$ cat src/hw/rtl/ure_pkg.sv
// Shared types and constants for the ultrasonic echo ranger.
`timescale 1ns / 1ps

package ure_pkg;

  localparam int unsigned TICK_COUNT_BITS_DEF = 17;

  localparam int unsigned CFG_IDX_W  = 3;
  localparam int unsigned CFG_DATA_W = 16;

  localparam logic [CFG_IDX_W-1:0] REG_SENSOR_ENABLED = 3'd0;
  localparam logic [CFG_IDX_W-1:0] REG_TRIG_SETUP     = 3'd1;
  localparam logic [CFG_IDX_W-1:0] REG_TRIG_HIGH      = 3'd2;
  localparam logic [CFG_IDX_W-1:0] REG_ECHO_WAIT_LIM  = 3'd3;
  localparam logic [CFG_IDX_W-1:0] REG_ECHO_HIGH_LIM  = 3'd4;

  localparam logic        RST_SENSOR_ENABLED = 1'b0;
  localparam logic [7:0]  RST_TRIG_SETUP     = 8'd2;
  localparam logic [7:0]  RST_TRIG_HIGH      = 8'd10;
  localparam logic [15:0] RST_ECHO_WAIT_LIM  = 16'd30000;
  localparam logic [15:0] RST_ECHO_HIGH_LIM  = 16'd60000;

  localparam int unsigned DIST_W     = 17;
  localparam logic [16:0] DIST_MULT  = 17'd112394;
  localparam int unsigned DIST_SHIFT = 16;

  localparam int unsigned IN_TDATA_W  = 8;
  localparam int unsigned OUT_TDATA_W = 24;

  typedef enum logic [2:0] {
    PH_IDLE  = 3'd0,
    PH_SETUP = 3'd1,
    PH_PULSE = 3'd2,
    PH_WAIT  = 3'd3,
    PH_HIGH  = 3'd4
  } phase_t;

  typedef enum logic [1:0] {
    ST_OK       = 2'd0,
    ST_NO_RISE  = 2'd1,
    ST_TOO_LONG = 2'd2,
    ST_DISABLED = 2'd3
  } status_t;

endpackage

$ cat src/hw/rtl/ultrasonic_echo_ranger.sv
// Ultrasonic echo ranger: trigger sequencing, echo timing and distance scaling.
//
//   channel  | dir | beat content
//   ---------+-----+---------------------------------------------------------
//   in_      | in  | one microsecond tick: start request, sampled echo level
//   out_     | out | one result per tick: trigger, done, status, distance
//   cfg_     | in  | register write: enable, setup, pulse, wait/high limits
//
// One beat in, one beat out; a new tick is taken every cycle while the output is not stalled.
// Each tick passes through one layer of logic (counter step, compares and
// a 17-bit constant multiply) into the output register.
// Synchronous active-low reset: idle phase, count zero, registers to defaults.
// in_tready stays high while the output register is empty or being drained.
`timescale 1ns / 1ps

module ultrasonic_echo_ranger #(
  parameter int unsigned TICK_COUNT_BITS = ure_pkg::TICK_COUNT_BITS_DEF
) (
  input  logic                               clk,
  input  logic                               rst_n,
  input  logic                               in_tvalid,
  output logic                               in_tready,
  // [0] start_req, [1] echo_level, [7:2] zero
  input  logic [ure_pkg::IN_TDATA_W-1:0]     in_tdata,
  output logic                               out_tvalid,
  input  logic                               out_tready,
  // [0] trigger_level, [1] done_res, [3:2] status, [20:4] distance_centi_cm,
  // [23:21] zero
  output logic [ure_pkg::OUT_TDATA_W-1:0]    out_tdata,
  input  logic                               cfg_we,
  input  logic [ure_pkg::CFG_IDX_W-1:0]      cfg_index,
  input  logic [ure_pkg::CFG_DATA_W-1:0]     cfg_wdata
);

  localparam int unsigned CW = (TICK_COUNT_BITS > 16) ? TICK_COUNT_BITS : 16;
  localparam int unsigned PW = TICK_COUNT_BITS + 17;
  localparam int unsigned SHW = PW - ure_pkg::DIST_SHIFT;
  localparam int unsigned SW = (SHW > ure_pkg::DIST_W) ? SHW : ure_pkg::DIST_W;
  localparam logic [TICK_COUNT_BITS-1:0] CNT_MAX = '1;

  logic        enabled_r;
  logic [7:0]  setup_r;
  logic [7:0]  pulse_r;
  logic [15:0] wait_lim_r;
  logic [15:0] high_lim_r;

  ure_pkg::phase_t               phase_r, phase_nxt;
  logic [TICK_COUNT_BITS-1:0]    cnt_r, cnt_nxt;

  logic                          out_valid_r;
  logic                          trig_r, trig_nxt;
  logic                          done_r, done_nxt;
  ure_pkg::status_t              status_r, status_nxt;
  logic [ure_pkg::DIST_W-1:0]    dist_r, dist_nxt;

  logic                          in_fire;
  logic                          start;
  logic                          echo;
  logic [TICK_COUNT_BITS-1:0]    cnt_bump;
  logic                          cnt_at_max;
  logic [CW-1:0]                 bump_c;
  logic [PW-1:0]                 prod;
  logic [SW-1:0]                 sh_ext;
  logic [ure_pkg::DIST_W-1:0]    dist_calc;

  assign in_tready = !out_valid_r || out_tready;
  assign in_fire   = in_tvalid && in_tready;
  assign start     = in_tdata[0];
  assign echo      = in_tdata[1];

  assign cnt_at_max = (cnt_bump == CNT_MAX);
  assign cnt_bump   = (cnt_r == CNT_MAX) ? cnt_r : cnt_r + 1'b1;
  assign bump_c     = CW'(cnt_bump);
  assign prod       = PW'(cnt_bump) * PW'(ure_pkg::DIST_MULT);
  assign sh_ext     = SW'(prod[PW-1:ure_pkg::DIST_SHIFT]);
  assign dist_calc  = (sh_ext > SW'({ure_pkg::DIST_W{1'b1}})) ? '1
                                                               : sh_ext[ure_pkg::DIST_W-1:0];

  // next state
  always_comb begin
    phase_nxt = phase_r;
    cnt_nxt   = cnt_r;
    case (phase_r)
      ure_pkg::PH_IDLE: begin
        cnt_nxt = '0;
        if (start && enabled_r) begin
          phase_nxt = (setup_r == 8'd0) ? ure_pkg::PH_PULSE : ure_pkg::PH_SETUP;
        end
      end
      ure_pkg::PH_SETUP: begin
        cnt_nxt = cnt_bump;
        if (bump_c >= CW'(setup_r)) begin
          phase_nxt = ure_pkg::PH_PULSE;
          cnt_nxt   = '0;
        end
      end
      ure_pkg::PH_PULSE: begin
        cnt_nxt = cnt_bump;
        if (bump_c >= CW'(pulse_r)) begin
          phase_nxt = ure_pkg::PH_WAIT;
          cnt_nxt   = '0;
        end
      end
      ure_pkg::PH_WAIT: begin
        if (echo) begin
          phase_nxt = ure_pkg::PH_HIGH;
          cnt_nxt   = '0;
        end else if (bump_c > CW'(wait_lim_r) || cnt_at_max) begin
          phase_nxt = ure_pkg::PH_IDLE;
          cnt_nxt   = '0;
        end else begin
          cnt_nxt = cnt_bump;
        end
      end
      ure_pkg::PH_HIGH: begin
        if (!echo || bump_c > CW'(high_lim_r) || cnt_at_max) begin
          phase_nxt = ure_pkg::PH_IDLE;
          cnt_nxt   = '0;
        end else begin
          cnt_nxt = cnt_bump;
        end
      end
      default: begin
        phase_nxt = ure_pkg::PH_IDLE;
        cnt_nxt   = '0;
      end
    endcase
  end

  // result fields
  always_comb begin
    trig_nxt   = 1'b0;
    done_nxt   = 1'b0;
    status_nxt = ure_pkg::ST_OK;
    dist_nxt   = '0;
    case (phase_r)
      ure_pkg::PH_IDLE: begin
        if (start && !enabled_r) begin
          done_nxt   = 1'b1;
          status_nxt = ure_pkg::ST_DISABLED;
        end
      end
      ure_pkg::PH_SETUP: begin
        trig_nxt = 1'b0;
      end
      ure_pkg::PH_PULSE: begin
        trig_nxt = 1'b1;
      end
      ure_pkg::PH_WAIT: begin
        if (!echo && (bump_c > CW'(wait_lim_r) || cnt_at_max)) begin
          done_nxt   = 1'b1;
          status_nxt = ure_pkg::ST_NO_RISE;
        end
      end
      ure_pkg::PH_HIGH: begin
        if (!echo) begin
          done_nxt = 1'b1;
          dist_nxt = dist_calc;
        end else if (bump_c > CW'(high_lim_r) || cnt_at_max) begin
          done_nxt   = 1'b1;
          status_nxt = ure_pkg::ST_TOO_LONG;
        end
      end
      default: begin
        trig_nxt = 1'b0;
      end
    endcase
  end

  always_ff @(posedge clk) begin
    if (!rst_n) begin
      enabled_r  <= ure_pkg::RST_SENSOR_ENABLED;
      setup_r    <= ure_pkg::RST_TRIG_SETUP;
      pulse_r    <= ure_pkg::RST_TRIG_HIGH;
      wait_lim_r <= ure_pkg::RST_ECHO_WAIT_LIM;
      high_lim_r <= ure_pkg::RST_ECHO_HIGH_LIM;
    end else if (cfg_we) begin
      case (cfg_index)
        ure_pkg::REG_SENSOR_ENABLED: enabled_r  <= cfg_wdata[0];
        ure_pkg::REG_TRIG_SETUP:     setup_r    <= cfg_wdata[7:0];
        ure_pkg::REG_TRIG_HIGH:      pulse_r    <= cfg_wdata[7:0];
        ure_pkg::REG_ECHO_WAIT_LIM:  wait_lim_r <= cfg_wdata;
        ure_pkg::REG_ECHO_HIGH_LIM:  high_lim_r <= cfg_wdata;
        default: ;
      endcase
    end
  end

  always_ff @(posedge clk) begin
    if (!rst_n) begin
      phase_r     <= ure_pkg::PH_IDLE;
      cnt_r       <= '0;
      out_valid_r <= 1'b0;
    end else begin
      if (in_fire) begin
        phase_r     <= phase_nxt;
        cnt_r       <= cnt_nxt;
        out_valid_r <= 1'b1;
      end else if (out_tready) begin
        out_valid_r <= 1'b0;
      end
    end
  end

  always_ff @(posedge clk) begin
    if (in_fire) begin
      trig_r   <= trig_nxt;
      done_r   <= done_nxt;
      status_r <= status_nxt;
      dist_r   <= dist_nxt;
    end
  end

  assign out_tvalid = out_valid_r;
  assign out_tdata  = {3'b000, dist_r, status_r, done_r, trig_r};

`ifndef ASSERT_OFF
  a_disabled_start: assert property (@(posedge clk) disable iff (!rst_n)
    (in_fire && phase_r == ure_pkg::PH_IDLE && start && !enabled_r) |=>
      (out_valid_r && done_r && status_r == ure_pkg::ST_DISABLED))
    else $error("disabled start did not report at once");

  a_done_trig_low: assert property (@(posedge clk) disable iff (!rst_n)
    (out_valid_r && done_r) |-> !trig_r)
    else $error("trigger high on a finished measurement");

  a_err_no_dist: assert property (@(posedge clk) disable iff (!rst_n)
    (out_valid_r && status_r != ure_pkg::ST_OK) |-> (dist_r == '0))
    else $error("distance nonzero on an error result");

  a_high_exit_done: assert property (@(posedge clk) disable iff (!rst_n)
    (in_fire && phase_r == ure_pkg::PH_HIGH) |=>
      (phase_r == ure_pkg::PH_HIGH || done_r))
    else $error("left echo-high phase without a result");
`endif

endmodule

$ cat config.mk
export PLATFORM = sky130hd
export DESIGN_NAME = ultrasonic_echo_ranger
export DESIGN_NICKNAME = d
export VERILOG_FILES = /design/src/hw/rtl/ure_pkg.sv /design/src/hw/rtl/ultrasonic_echo_ranger.sv
export SDC_FILE = /design/constraint.sdc
export NUM_CORES = 1
export LEC_CHECK = 0
export BUFFER_PORTS_ARGS = -buffer_cell sky130_fd_sc_hd__buf_2
export CAP_MARGIN = 20
export CORE_ASPECT_RATIO = 1.2
export CORE_UTILIZATION = 63
export DETAILED_ROUTE_END_ITERATION = 7
export PLACE_DENSITY = 0.91
export SETUP_SLACK_MARGIN = 0.5
export SLEW_MARGIN = 20
export SYNTH_ARGS = -nofsm -noshare
export SYNTH_HDL_FRONTEND = slang
export SYNTH_SLANG_ARGS = --single-unit
$ cat constraint.sdc
create_clock -name clk -period 11.4 [get_ports clk]
set_input_delay 1.71 -clock clk [delete_from_list [all_inputs] [get_ports clk]]
set_output_delay 1.71 -clock clk [all_outputs]
set_load 0.02 [all_outputs]
# == After elaboration in Yosys (flattened, before gate mapping) ==
# Index checks and enable logic that the tools add are counted.
# classes
addsub,1
multipliers,1
div_mod_pow,0
order_cmp,5
eq_ne,15
shifts,0
n_mux,29
bitwise,1
n_reduce_logical,23
# ops
operator,count
17-bit two-way mux,7
17-bit one-hot mux with 4 select lines,1
17-bit == test (second input constant),2
17-bit by 8-bit greater-or-equal comparator with 1-bit output,2
17-bit by 16-bit > comparator with 1-bit output,2
17-bit by 16-bit multiplier with 33-bit output (second input constant),1
18-bit by 17-bit > comparator with 1-bit output (second input constant),1
3-bit two-way mux,6
17-bit by 1-bit adder with 17-bit output (second input constant),1
3-bit one-hot mux with 5 select lines,1
3-bit by 2-bit == test with 1-bit output (second input constant),4
2-bit AND reduction,5
8-bit logical NOT,1
1-bit two-way mux,8
2-bit two-way mux,4
2-bit inequality test (second input constant),4
3-bit by 1-bit == test with 1-bit output (second input constant),2
3-bit == test (second input constant),2
3-bit logical NOT,2
2-bit one-hot mux with 3 select lines,1
6-bit AND reduction,1
1-bit logical OR,5
1-bit logical AND,4
1-bit logical NOT,3
other kinds (5),5
# word_totals
reg_bits,91
latch_bits,0
ram_bits,0
rom_bits,0
input_bits,32
elab_cells,87
n_memories,0

# == Longest topological paths before layout ==
# Gate-level depths: netlist (run 1).
# logic_depth
word_depth,7
ltp_mapped,31
ltp_nobuf,29

# == Worst setup path after synthesis (run 1) ==
# No wires, ideal clock.
# synth_timing
path_kind,register to register
startpoint,reg cnt_r[13]
endpoint,"reg dist_r[10] (netlist bit), data pin"
arrival_time_ps,7592
required_ps,11130
slack_ps,3538
stages_incl_launch_ff,30
path_buffers,2
cell_sequence,dfxtp_1 -> buf_4 -> nand4_1 -> nor3_1 -> a31o_2 -> nor2_1 -> and3_1 -> and3_1 -> xor2_1 -> inv_1 -> fa_1 -> inv_1 -> fa_1 -> fa_1 -> fa_1 -> fa_1 -> inv_1 -> fa_1 -> inv_1 -> ha_1 -> a21o_1 -> a21o_1 -> a21oi_1 -> o21ai_0 -> a31oi_1 -> o21ai_1 -> a311oi_1 -> xnor2_1 -> buf_2 -> a21oi_1
# synth_between
elab_chain_len,5
# synth_lines
element,line_no,source
"start, declared",ultrasonic_echo_ranger.sv:48,"logic [TICK_COUNT_BITS-1:0] cnt_r, cnt_nxt;"
"start signal, assigned",ultrasonic_echo_ranger.sv:197,cnt_r <= cnt_nxt;
17-bit by 1-bit adder with 17-bit output or 17-bit == test (tied branches),ultrasonic_echo_ranger.sv:72,assign cnt_bump = (cnt_r == CNT_MAX) ? cnt_r : cnt_r + 1'b1;
17-bit two-way mux *,ultrasonic_echo_ranger.sv:72,
17-bit by 16-bit multiplier with 33-bit output *,ultrasonic_echo_ranger.sv:74,assign prod = PW'(cnt_bump) * PW'(ure_pkg::DIST_MULT);
18-bit by 17-bit > comparator with 1-bit output,ultrasonic_echo_ranger.sv:76,assign dist_calc = (sh_ext > SW'({ure_pkg::DIST_W{1'b1}})) ? '1
17-bit two-way mux *,ultrasonic_echo_ranger.sv:76,
"end signal, assigned",ultrasonic_echo_ranger.sv:210,dist_r <= dist_nxt;
"end, declared",ultrasonic_echo_ranger.sv:54,"logic [ure_pkg::DIST_W-1:0] dist_r, dist_nxt;"
# Mark *: on every way between the ends. The rest lies on a longest branch, timed or not.
# A chain may end at the register's enable or synchronous reset.

# == Worst setup path in the final report (run 1) ==
# layout_timing
startpoint,reg cnt_r[13]
endpoint,"reg dist_r[11] (netlist bit), data pin"
# The elaborated chain is that of the path after synthesis.

==> impl_metrics.toml, run 1 <==
[sta]
final-setup-viol-count = 0
max_freq_mhz = 116.0
period_needed_ns = 8.618
finalCritPeriodShare_pct = 75.60
fin_hold_ws_ns = 0.4600
rsz0062_at_grt = "false"
fin_worst_skew_ns = 0.01441
worstMarginPinSlew_ns = 0.9267
maxSlewViolCount = 0
slew_headroom_pct = 37.81
hold_viol = 0
finalSetupTns_ns = 0

[yosys]
synth_cell_types = 76
yosys.area.top_type = "ha_1"
synth_async_sr_flop_share_pct = 0
avgSynthCellArea_um2 = 8.938
syn_inst = 1107
ys.flop_type = "dfxtp_1"
synth_top_area_share_pct = 21.50
synth.most_common_cell = "inv_1"
synthTopCellsByArea = "ha_1 21%, fa_1 16%, dfxtp_1 14%, inv_1 7.1%, edfxtp_1 6.4%"
synth_warnings = 0
netlist_area_mm2 = 0.009894
ys_ff_latch = 91
synth-edff-count = 21
synth_common_cells = "188 x inv_1, 170 x ha_1, 122 x nand2_1, 88 x a21oi_1, 80 x fa_1"
ys_seq_area_share_pct = 20.54

[drt]
wire_per_inst_um = 18.45
met3WireLength_um = 1568
wl_met2_um = 12520
avgViaCountPerCell = 6.007
detail_route.first_pass.iterations = 8
wl_met1_um = 9465
drtIter0Drc = 794
drc_errors = 0
ant_nets = 0
totalWireLength_um = 25050
vias = 8158
highest_layer = "met4"

[pwr]
vdd_drop_max_uv = 101.2
power_density_mw_per_mm2 = 69.97
finalPower_uw = 742.6
p_leak_nw = 5.544

[place]
place_area_mm2 = 0.01032
gp_congestion = 0.9557
hpwlAfterDp_um = 19500
port_buffers = 48

[floorplan]
die-area_mm2 = 0.01621
core_area_mm2 = 0.01514
die_y_um = 139.3
io_pins = 58
start_util_pct = 65.34
die_w_um = 116.4
num_rows = 49

[cts]
cts_buffer_depth = 2
cts_root_buf = "clkbuf_16"
cts_hold_buf = 0
htreeDepth = 3
cts_buffers = 9
cts_tree = "done"
clock_latency_ns = 0.36
cts.repair.resized = 0
post_cts_buffers = 0
path_clk_slew_ns = 0.08
cts_sinks = 91

[finish]
drive_above_1_share_pct = 8.666
nets = 1431
n_antenna_cell = 0
area_delta_synth_final_pct = 7.271
final_area_mm2 = 0.01061
fill_cells = 1111

[flow_run]
cap_violations = 0

[global_route]
antenna_found_initial = 0
grt_pass1_vias = 8512
grt-ovfl-total = 0
grt_usage_pct = 32.72
grt_max_degree = 38
grt_pass1_wl_um = 40800

[worst_setup_path]
crit_path_end_kind = "flip-flop"
r2r_setup_slack_ns = 2.78
worstPathMaxFanout = 17
crit_path_top_delay_cell = "xnor2_1"
crit_top_cell = "inv_1"
cpPeakStageDelay_ns = 0.60
cp.arrival_ns = 8.71
setup.worst_path.start_class = "flip-flop"
path_class = "flip-flop to flip-flop"
required_ns = 11.49

[hold_path]
worstHoldPathType = "flip-flop to flip-flop"

[outcome]
outcome = "finished, final reports clean"
## per-layer routing
| layer | GRT usage, % | vias up |
|---|---|---|
| met3 | 5.226 | 122 |
| met4 | 19.77 | 0 |
| met1 | 37.44 | 3867 |
| met5 | 0 | - |
| met2 | 56.37 | 339 |
| li1 | - | 3830 |
## critical path: cells and delay by family (launching register included)
family                     cells  cell delay, ns
adders and majority gates      7            3.05
AOI/OAI and AO/OA             10            2.24
and+or+nand+nor                5            0.90
buffers and inverters          6            0.83
xor gates and xnor gates       2            0.80
DFF                            1            0.50
## placed cells by master, fill, tap and decap left out, drive strengths merged, types with 5 or more instances in the layout
| cell | synthesis | layout |
|---|---|---|
| a211oi | 7 | 7 |
| ha | 170 | 170 |
| a31oi | 6 | 6 |
| and2 | 8 | 8 |
| xor2 | 18 | 18 |
| nand2b | 5 | 5 |
| or2 | 11 | 11 |
| nand4 | 14 | 14 |
| fa | 80 | 80 |
| and3 | 15 | 15 |
| clkinv | 1 | 7 |
| clkbuf | 12 | 9 |
| edfxtp | 21 | 21 |
| a21oi | 89 | 89 |
| inv | 190 | 191 |
| nor4 | 5 | 5 |
| a21o | 18 | 18 |
| a22o | 10 | 10 |
| nand3 | 17 | 17 |
| o21ai | 16 | 16 |
| dfxtp | 70 | 70 |
| nor2b | 5 | 5 |
| buf | 17 | 58 |
| nor3 | 15 | 15 |
| o211ai | 17 | 17 |
| maj3 | 11 | 11 |
| nor2 | 44 | 44 |
| nand2 | 122 | 122 |
| xnor2 | 34 | 34 |
## power by group
group / switching [mW] / total, mW / leakage, nW / internal [mW]
sequential: 0.00416 / 0.342 / 0.778 / 0.338
clock: 0.145 / 0.297 / 0.143 / 0.152
combinational: 0.0659 / 0.104 / 4.62 / 0.0379
total: 0.215 / 0.743 / 5.54 / 0.528
## cell type report
cell class,instances,area (µm²),share of cell area [%]
inverters,191,716.9,6.755
clock buffers,9,225.2,2.122
multi-input cells,798,7004,65.99
clock inverters,7,65.06,0.6130
well taps,204,255.2,2.405
flip-flops and latches,91,2032,19.14
repair buffers,58,315.3,2.971
## registers in the layout (all words and copies together), names as in the netlist
| signal | flops |
|---|---|
| status_r | 2 |
| pulse_r | 8 |
| done_r | 1 |
| trig_r | 1 |
| out_tvalid | 1 |
| setup_r | 8 |
| wait_lim_r | 16 |
| enabled_r | 1 |
| phase_r | 3 |
| cnt_r | 17 |
| dist_r | 17 |
| high_lim_r | 16 |
## path summary, 6_finish.rpt
kind / startpoint / end / cells after the start
setup / recovery: cnt_r[13] / dist_r[11] / 30
hold / removal: high_lim_r[7] / high_lim_r[7] / 2
setup reg to reg: cnt_r[13] / dist_r[11] / 30
hold reg to reg: high_lim_r[7] / high_lim_r[7] / 2
## metrics by stage
step | cells | utilization (%) | worst slack (ns)
after floorplan | 1109 | - | 3.538
after global placement | 1342 | 68.17 | 3.236
after detailed placement | 1342 | 68.17 | 2.983
after CTS | 1358 | 70.09 | 2.940
after global routing | 1358 | 70.09 | 2.456
final | 1358 | 70.09 | 2.782
## kinds of logic after synthesis
group	synth area share [%]
simple gates	13.14
fa+ha+maj	38.83
buf+inv	8.751
compound gates	13.88
flops	20.54
xor+xnor	4.603
mux	0.2150
other cells	0.03790
Power figures use the tool's default switching activity.
==> run 2, diff against run 1 <==
Settings changed: CORE_UTILIZATION 63 to 57, PLACE_DENSITY 0.91 to 0.87.
Clock period 11.4 ns to 7.37 ns, I/O delays scaled along.
==> impl_metrics.toml, run 2 (synthesis results as in run 1) <==
[drt]
wire_per_inst_um = 20.06
drc_errors = 0
totalWireLength_um = 29100
ant_nets = 0
detail_route.first_pass.iterations = 5
avgViaCountPerCell = 6.078
vias = 8819
drtIter0Drc = 611

[sta]
final-setup-viol-count = 6
fin_hold_ws_ns = 0.4571
maxSlewViolCount = 0
slew_headroom_pct = 29.48
rsz0062_at_grt = "true"
finalCritPeriodShare_pct = 100.3
max_freq_mhz = 135.3
worstMarginPinSlew_ns = 1.051
hold_viol = 0
period_needed_ns = 7.393
fin_ws_ns = -0.02345
fin_worst_skew_ns = 0.01782

[cts]
cts_sinks = 91
cts_buffers = 9
cts_root_buf = "clkbuf_16"
htreeDepth = 3
path_clk_slew_ns = 0.08
cts_hold_buf = 0
cts_buffer_depth = 2
cts_tree = "done"
clock_latency_ns = 0.37

[place]
port_buffers = 48
hpwlAfterDp_um = 19780
gp_congestion = 0.9376
place_ws_ns = -0.1221

[hold_path]
min_from = "high_lim_r[7]"
worstHoldPathCells = 2
worstHoldPathType = "flip-flop to flip-flop"
min_to = "high_lim_r[7]"

[worst_setup_path]
r2r_start = "cnt_r[14]"
cpPeakStageDelay_ns = 0.56
reg2reg_depth = 31
crit_top_cell = "fa_1"
path_class = "flip-flop to flip-flop"
critPathBufInv = 8
rr_endpoint = "dist_r[2]"
setup.worst_path.start_class = "flip-flop"
r2r_setup_slack_ns = -0.02
cp.arrival_ns = 7.49
crit_path_top_delay_cell = "fa_1"
crit_family = "adder cells"
required_ns = 7.47
crit_path_end_kind = "flip-flop"
worstPathMaxFanout = 8

[floorplan]
die_w_um = 122.3
die-area_mm2 = 0.01789
start_util_pct = 58.49
io_pins = 58
die_y_um = 146.3
num_rows = 52
core_area_mm2 = 0.01692

[outcome]
outcome = "complete, but fails checks"
violations = "setup timing"

[global_route]
grt_max_degree = 38
antenna_found_initial = 0
grt-ovfl-total = 0
grt_pass1_wl_um = 45010
grt_usage_pct = 32.60
grt_pass1_vias = 9115

[finish]
largestRegisters = "cnt_r: 17 flops, dist_r: 17 flops"
final_common_cell = "inv_1"
drive_above_1_share_pct = 22.11
area_delta_synth_final_pct = 20.65
n_antenna_cell = 0
nets = 1512
final_cell_mix = "175 x inv_1, 159 x ha_1, 122 x nand2_1"
fill_cells = 1161

[flow_run]
cap_violations = 0

[pwr]
vdd_drop_max_uv = 144.4
power_density_mw_per_mm2 = 100.0
p_leak_nw = 6.034
==> run 2: final cells by class <==
| class | instances | area, µm² | area share, % |
|---|---|---|---|
| tap | 216 | 270.3 | 2.264 |
| multi-input combinational | 800 | 7627 | 63.89 |
| sequential | 91 | 2064 | 17.29 |
| clock buffer | 11 | 232.7 | 1.949 |
| timing repair buffer | 137 | 960.9 | 8.049 |
| clock inverter | 5 | 60.06 | 0.5031 |
| inverter | 191 | 721.9 | 6.048 |
==> run 2: power breakdown <==
group | switching [mW] | total, mW | internal (mW) | leakage [nW]
sequential | 0.00631 | 0.527 | 0.521 | 0.786
combinational | 0.110 | 0.178 | 0.0689 | 5.10
clock | 0.222 | 0.488 | 0.267 | 0.145
total | 0.337 | 1.19 | 0.856 | 6.03
==> run 2: through the flow <==
step                total power, mW  utilization [%]  cell area [µm²]  std cells  setup TNS [ns]
finish                        1.194            70.57            11940       1451        -0.05751
CTS                           1.188            69.30            11720       1438               0
detailed placement           0.7078            64.65            10940       1388          -1.577
global placement             0.6982            64.65            10940       1388               0
floorplan                    0.6543                -            10260       1109               0
global route                  1.232            70.57            11940       1451         -0.9000
==> run 2: worst reg2reg max path: cells and delay by family, from the launching register on <==
kind | cells | cell delay, ns
adder cells (fa/ha/maj) | 6 | 2.57
AO/OA/AOI/OAI | 12 | 2.28
AND/OR/NAND/NOR | 3 | 0.56
flip-flops | 1 | 0.35
buffers and inverters | 8 | 1.00
XOR/XNOR | 2 | 0.36
==> run 2: how the worst max path moves through the flow <==
| stage | start | end | slack [ns] | cells after the start |
|---|---|---|---|---|
| after floorplan | cnt_r[8] | dist_r[11] | 0.46 | 29 |
| after global placement | cnt_r[0] | dist_r[13] | 0.13 | 27 |
| after detailed placement | cnt_r[0] | dist_r[0] | -0.12 | 27 |
| after CTS | cnt_r[15] | dist_r[9] | 0.44 | 28 |
| after global routing | cnt_r[14] | dist_r[2] | -0.1 | 31 |
| final | cnt_r[14] | dist_r[2] | -0.02 | 31 |
==> run 2: metal layers <==
metal  GRT usage (%)  vias to the layer above  wire length [µm]
li1                -                     3976                 -
met1           35.03                     4217             10260
met2           57.64                      445             14740
met3           5.391                      181              1789
met4           21.77                        0              2317
met5               0                        -                 0
==> run 2: timing repair <==
| item | 4_1_cts | 5_1_grt |
|---|---|---|
| buffers inserted | 32 | 12 |
| setup endpoints to repair | 17 | 17 |
| resized for setup | 52 | 27 |
| pin swaps | 37 | 53 |
| gates cloned | 2 | 0 |
==> run 3, diff against run 2 <==
Settings changed: CORE_UTILIZATION 57 to 58, CTS_BUF_LIST set to sky130_fd_sc_hd__clkbuf_8, PLACE_DENSITY 0.87 to 0.89.
==> impl_metrics.toml, run 3 (synthesis results as in run 1) <==
[outcome]
outcome = "finished, final reports clean"

[cts]
cts_sinks = 91
clock_latency_ns = 0.40
htreeDepth = 3
cts_buffer_depth = 2
cts_hold_buf = 0
cts_root_buf = "clkbuf_8"
cts_tree = "done"
path_clk_slew_ns = 0.11
cts_buffers = 9

[place]
place_area_mm2 = 0.01095
gp_congestion = 0.9649
port_buffers = 48
hpwlAfterDp_um = 19600
placedCellCount = 1387

[floorplan]
num_rows = 51
die_y_um = 145.1
core_area_mm2 = 0.01646
die_w_um = 121.2
start_util_pct = 60.10
die-area_mm2 = 0.01759
io_pins = 58

[drt]
wl_met1_um = 10840
highest_layer = "met4"
detail_route.first_pass.iterations = 6
totalWireLength_um = 30530
wl_met2_um = 15390
avgViaCountPerCell = 6.191
drtIter0Drc = 827
vias = 8989
drc_errors = 0
met3WireLength_um = 1786
wire_per_inst_um = 21.03
ant_nets = 0

[finish]
final_cells = 1452
final_core_util_pct = 73.42
nets = 1517
final_common_cell = "inv_1"
area_delta_synth_final_pct = 22.17
final_cell_mix = "180 x inv_1, 152 x ha_1, 121 x nand2_1"
drive_above_1_share_pct = 23.39
final_area_mm2 = 0.01209
largestRegisters = "cnt_r: 17 flops, dist_r: 17 flops"
n_antenna_cell = 0

[worst_setup_path]
setup.worst_path.start_class = "flip-flop"
reg2reg_depth = 26
cpPeakStageDelay_ns = 0.56
required_ns = 7.51
crit_family = "adder cells"
crit_top_cell = "fa_1"
critPathBufInv = 3
worstPathMaxFanout = 5
r2r_setup_slack_ns = 0.26
path_class = "flip-flop to flip-flop"
crit_cells = 26
cp.arrival_ns = 7.26
crit_path_end_kind = "flip-flop"
crit_path_top_delay_cell = "fa_1"

[global_route]
grt_usage_pct = 32.18
grt_pass1_wl_um = 43700
grt-ovfl-total = 0
grt_pass1_vias = 9001
grt_max_degree = 38
antenna_found_initial = 0

[sta]
worstMarginPinSlew_ns = 0.8887
slew_headroom_pct = 40.54
finalCritPeriodShare_pct = 96.52
fin_worst_skew_ns = 0.01518
max_freq_mhz = 140.6
final-setup-viol-count = 0
maxSlewViolCount = 0
hold_viol = 0
rsz0062_at_grt = "true"
period_needed_ns = 7.114

[pwr]
switching_power_uw = 318.4
vdd_drop_max_uv = 115.8
p_seq_share_pct = 49.4
power_density_mw_per_mm2 = 88.33
p_leak_nw = 6.049
power_report.internal_total_uw = 749.3
p_comb_share_pct = 17.0
switching_share_pct = 29.82
clkPwrFrac_pct = 33.6

[hold_path]
worstHoldPathCells = 2
worstHoldPathType = "flip-flop to flip-flop"

[flow_run]
cap_violations = 0
-- run 3: cell types whose count changed in the layout (fill, tap and decap cells not counted), moves of 3 or more --
cell | before | now
ha_1 | 159 | 152
inv_2 | 14 | 10
inv_1 | 175 | 180
xnor2_2 | 1 | 5
ha_4 | 7 | 16
buf_6 | 2 | 9
xnor2_1 | 27 | 23
clkbuf_16 | 9 | 0
clkbuf_8 | 0 | 9
nor2_2 | 5 | 8
-- run 3: area by class of cell --
cell class	instances	area, µm²
Fill cell	1043	4375
Multi-Input combinational cell	800	7806
Tap cell	212	265.3
Clock buffer	9	123.9
Inverter	191	724.4
Timing Repair Buffer	142	1037
Clock inverter	7	70.07
Sequential cell	91	2061
-- run 3: tightest hold or removal path, stage by stage, from the launching register on --
cell     delay (ns)
dfxtp_1        0.32
nand2_1        0.05
a21oi_1        0.05
-- run 3: layer usage --
layer / track usage, % / vias to the layer above
met5: 0 / -
met4: 19.63 / 0
met3: 4.796 / 202
met2: 58.03 / 470
met1: 34.79 / 4323
li1: - / 3994
-- run 3: stage by stage --
step / TNS [ns] / power [mW] / setup WS, ns / hold slack, ns
floorplan: 0 / 0.6543 / 0.4637 / 0.4363
global placement: 0 / 0.6986 / 0.1477 / 0.4425
detailed placement: -0.8525 / 0.7062 / -0.08240 / 0.4466
CTS: 0 / 1.049 / 0.4525 / 0.4585
global route: 0 / 1.106 / 0.1132 / 0.4720
finish: 0 / 1.068 / 0.2562 / 0.4583
-- run 3: worst paths after layout --
| kind | start | to |
|---|---|---|
| min reg2reg | wait_lim_r[3] | wait_lim_r[3] |
| max | cnt_r[5] | dist_r[12] |
| max reg2reg | cnt_r[5] | dist_r[12] |
| min | wait_lim_r[3] | wait_lim_r[3] |
-- run 3: power by group through the flow --
stage	logic [mW]	clock network, mW	registers (mW)
final	0.182	0.358	0.527
after global routing	0.200	0.376	0.529
after CTS	0.169	0.353	0.528
after detailed placement	0.165	0	0.541
after global placement	0.159	0	0.540
after floorplan	0.108	0	0.547
-- run 3: what timing repair did --
action / CTS / global route
resized for setup: 56 / 46
cloned: 2 / 0
buffers inserted: 30 / 16
endpoints found under the setup margin: 17 / 17
pin swaps: 35 / 47
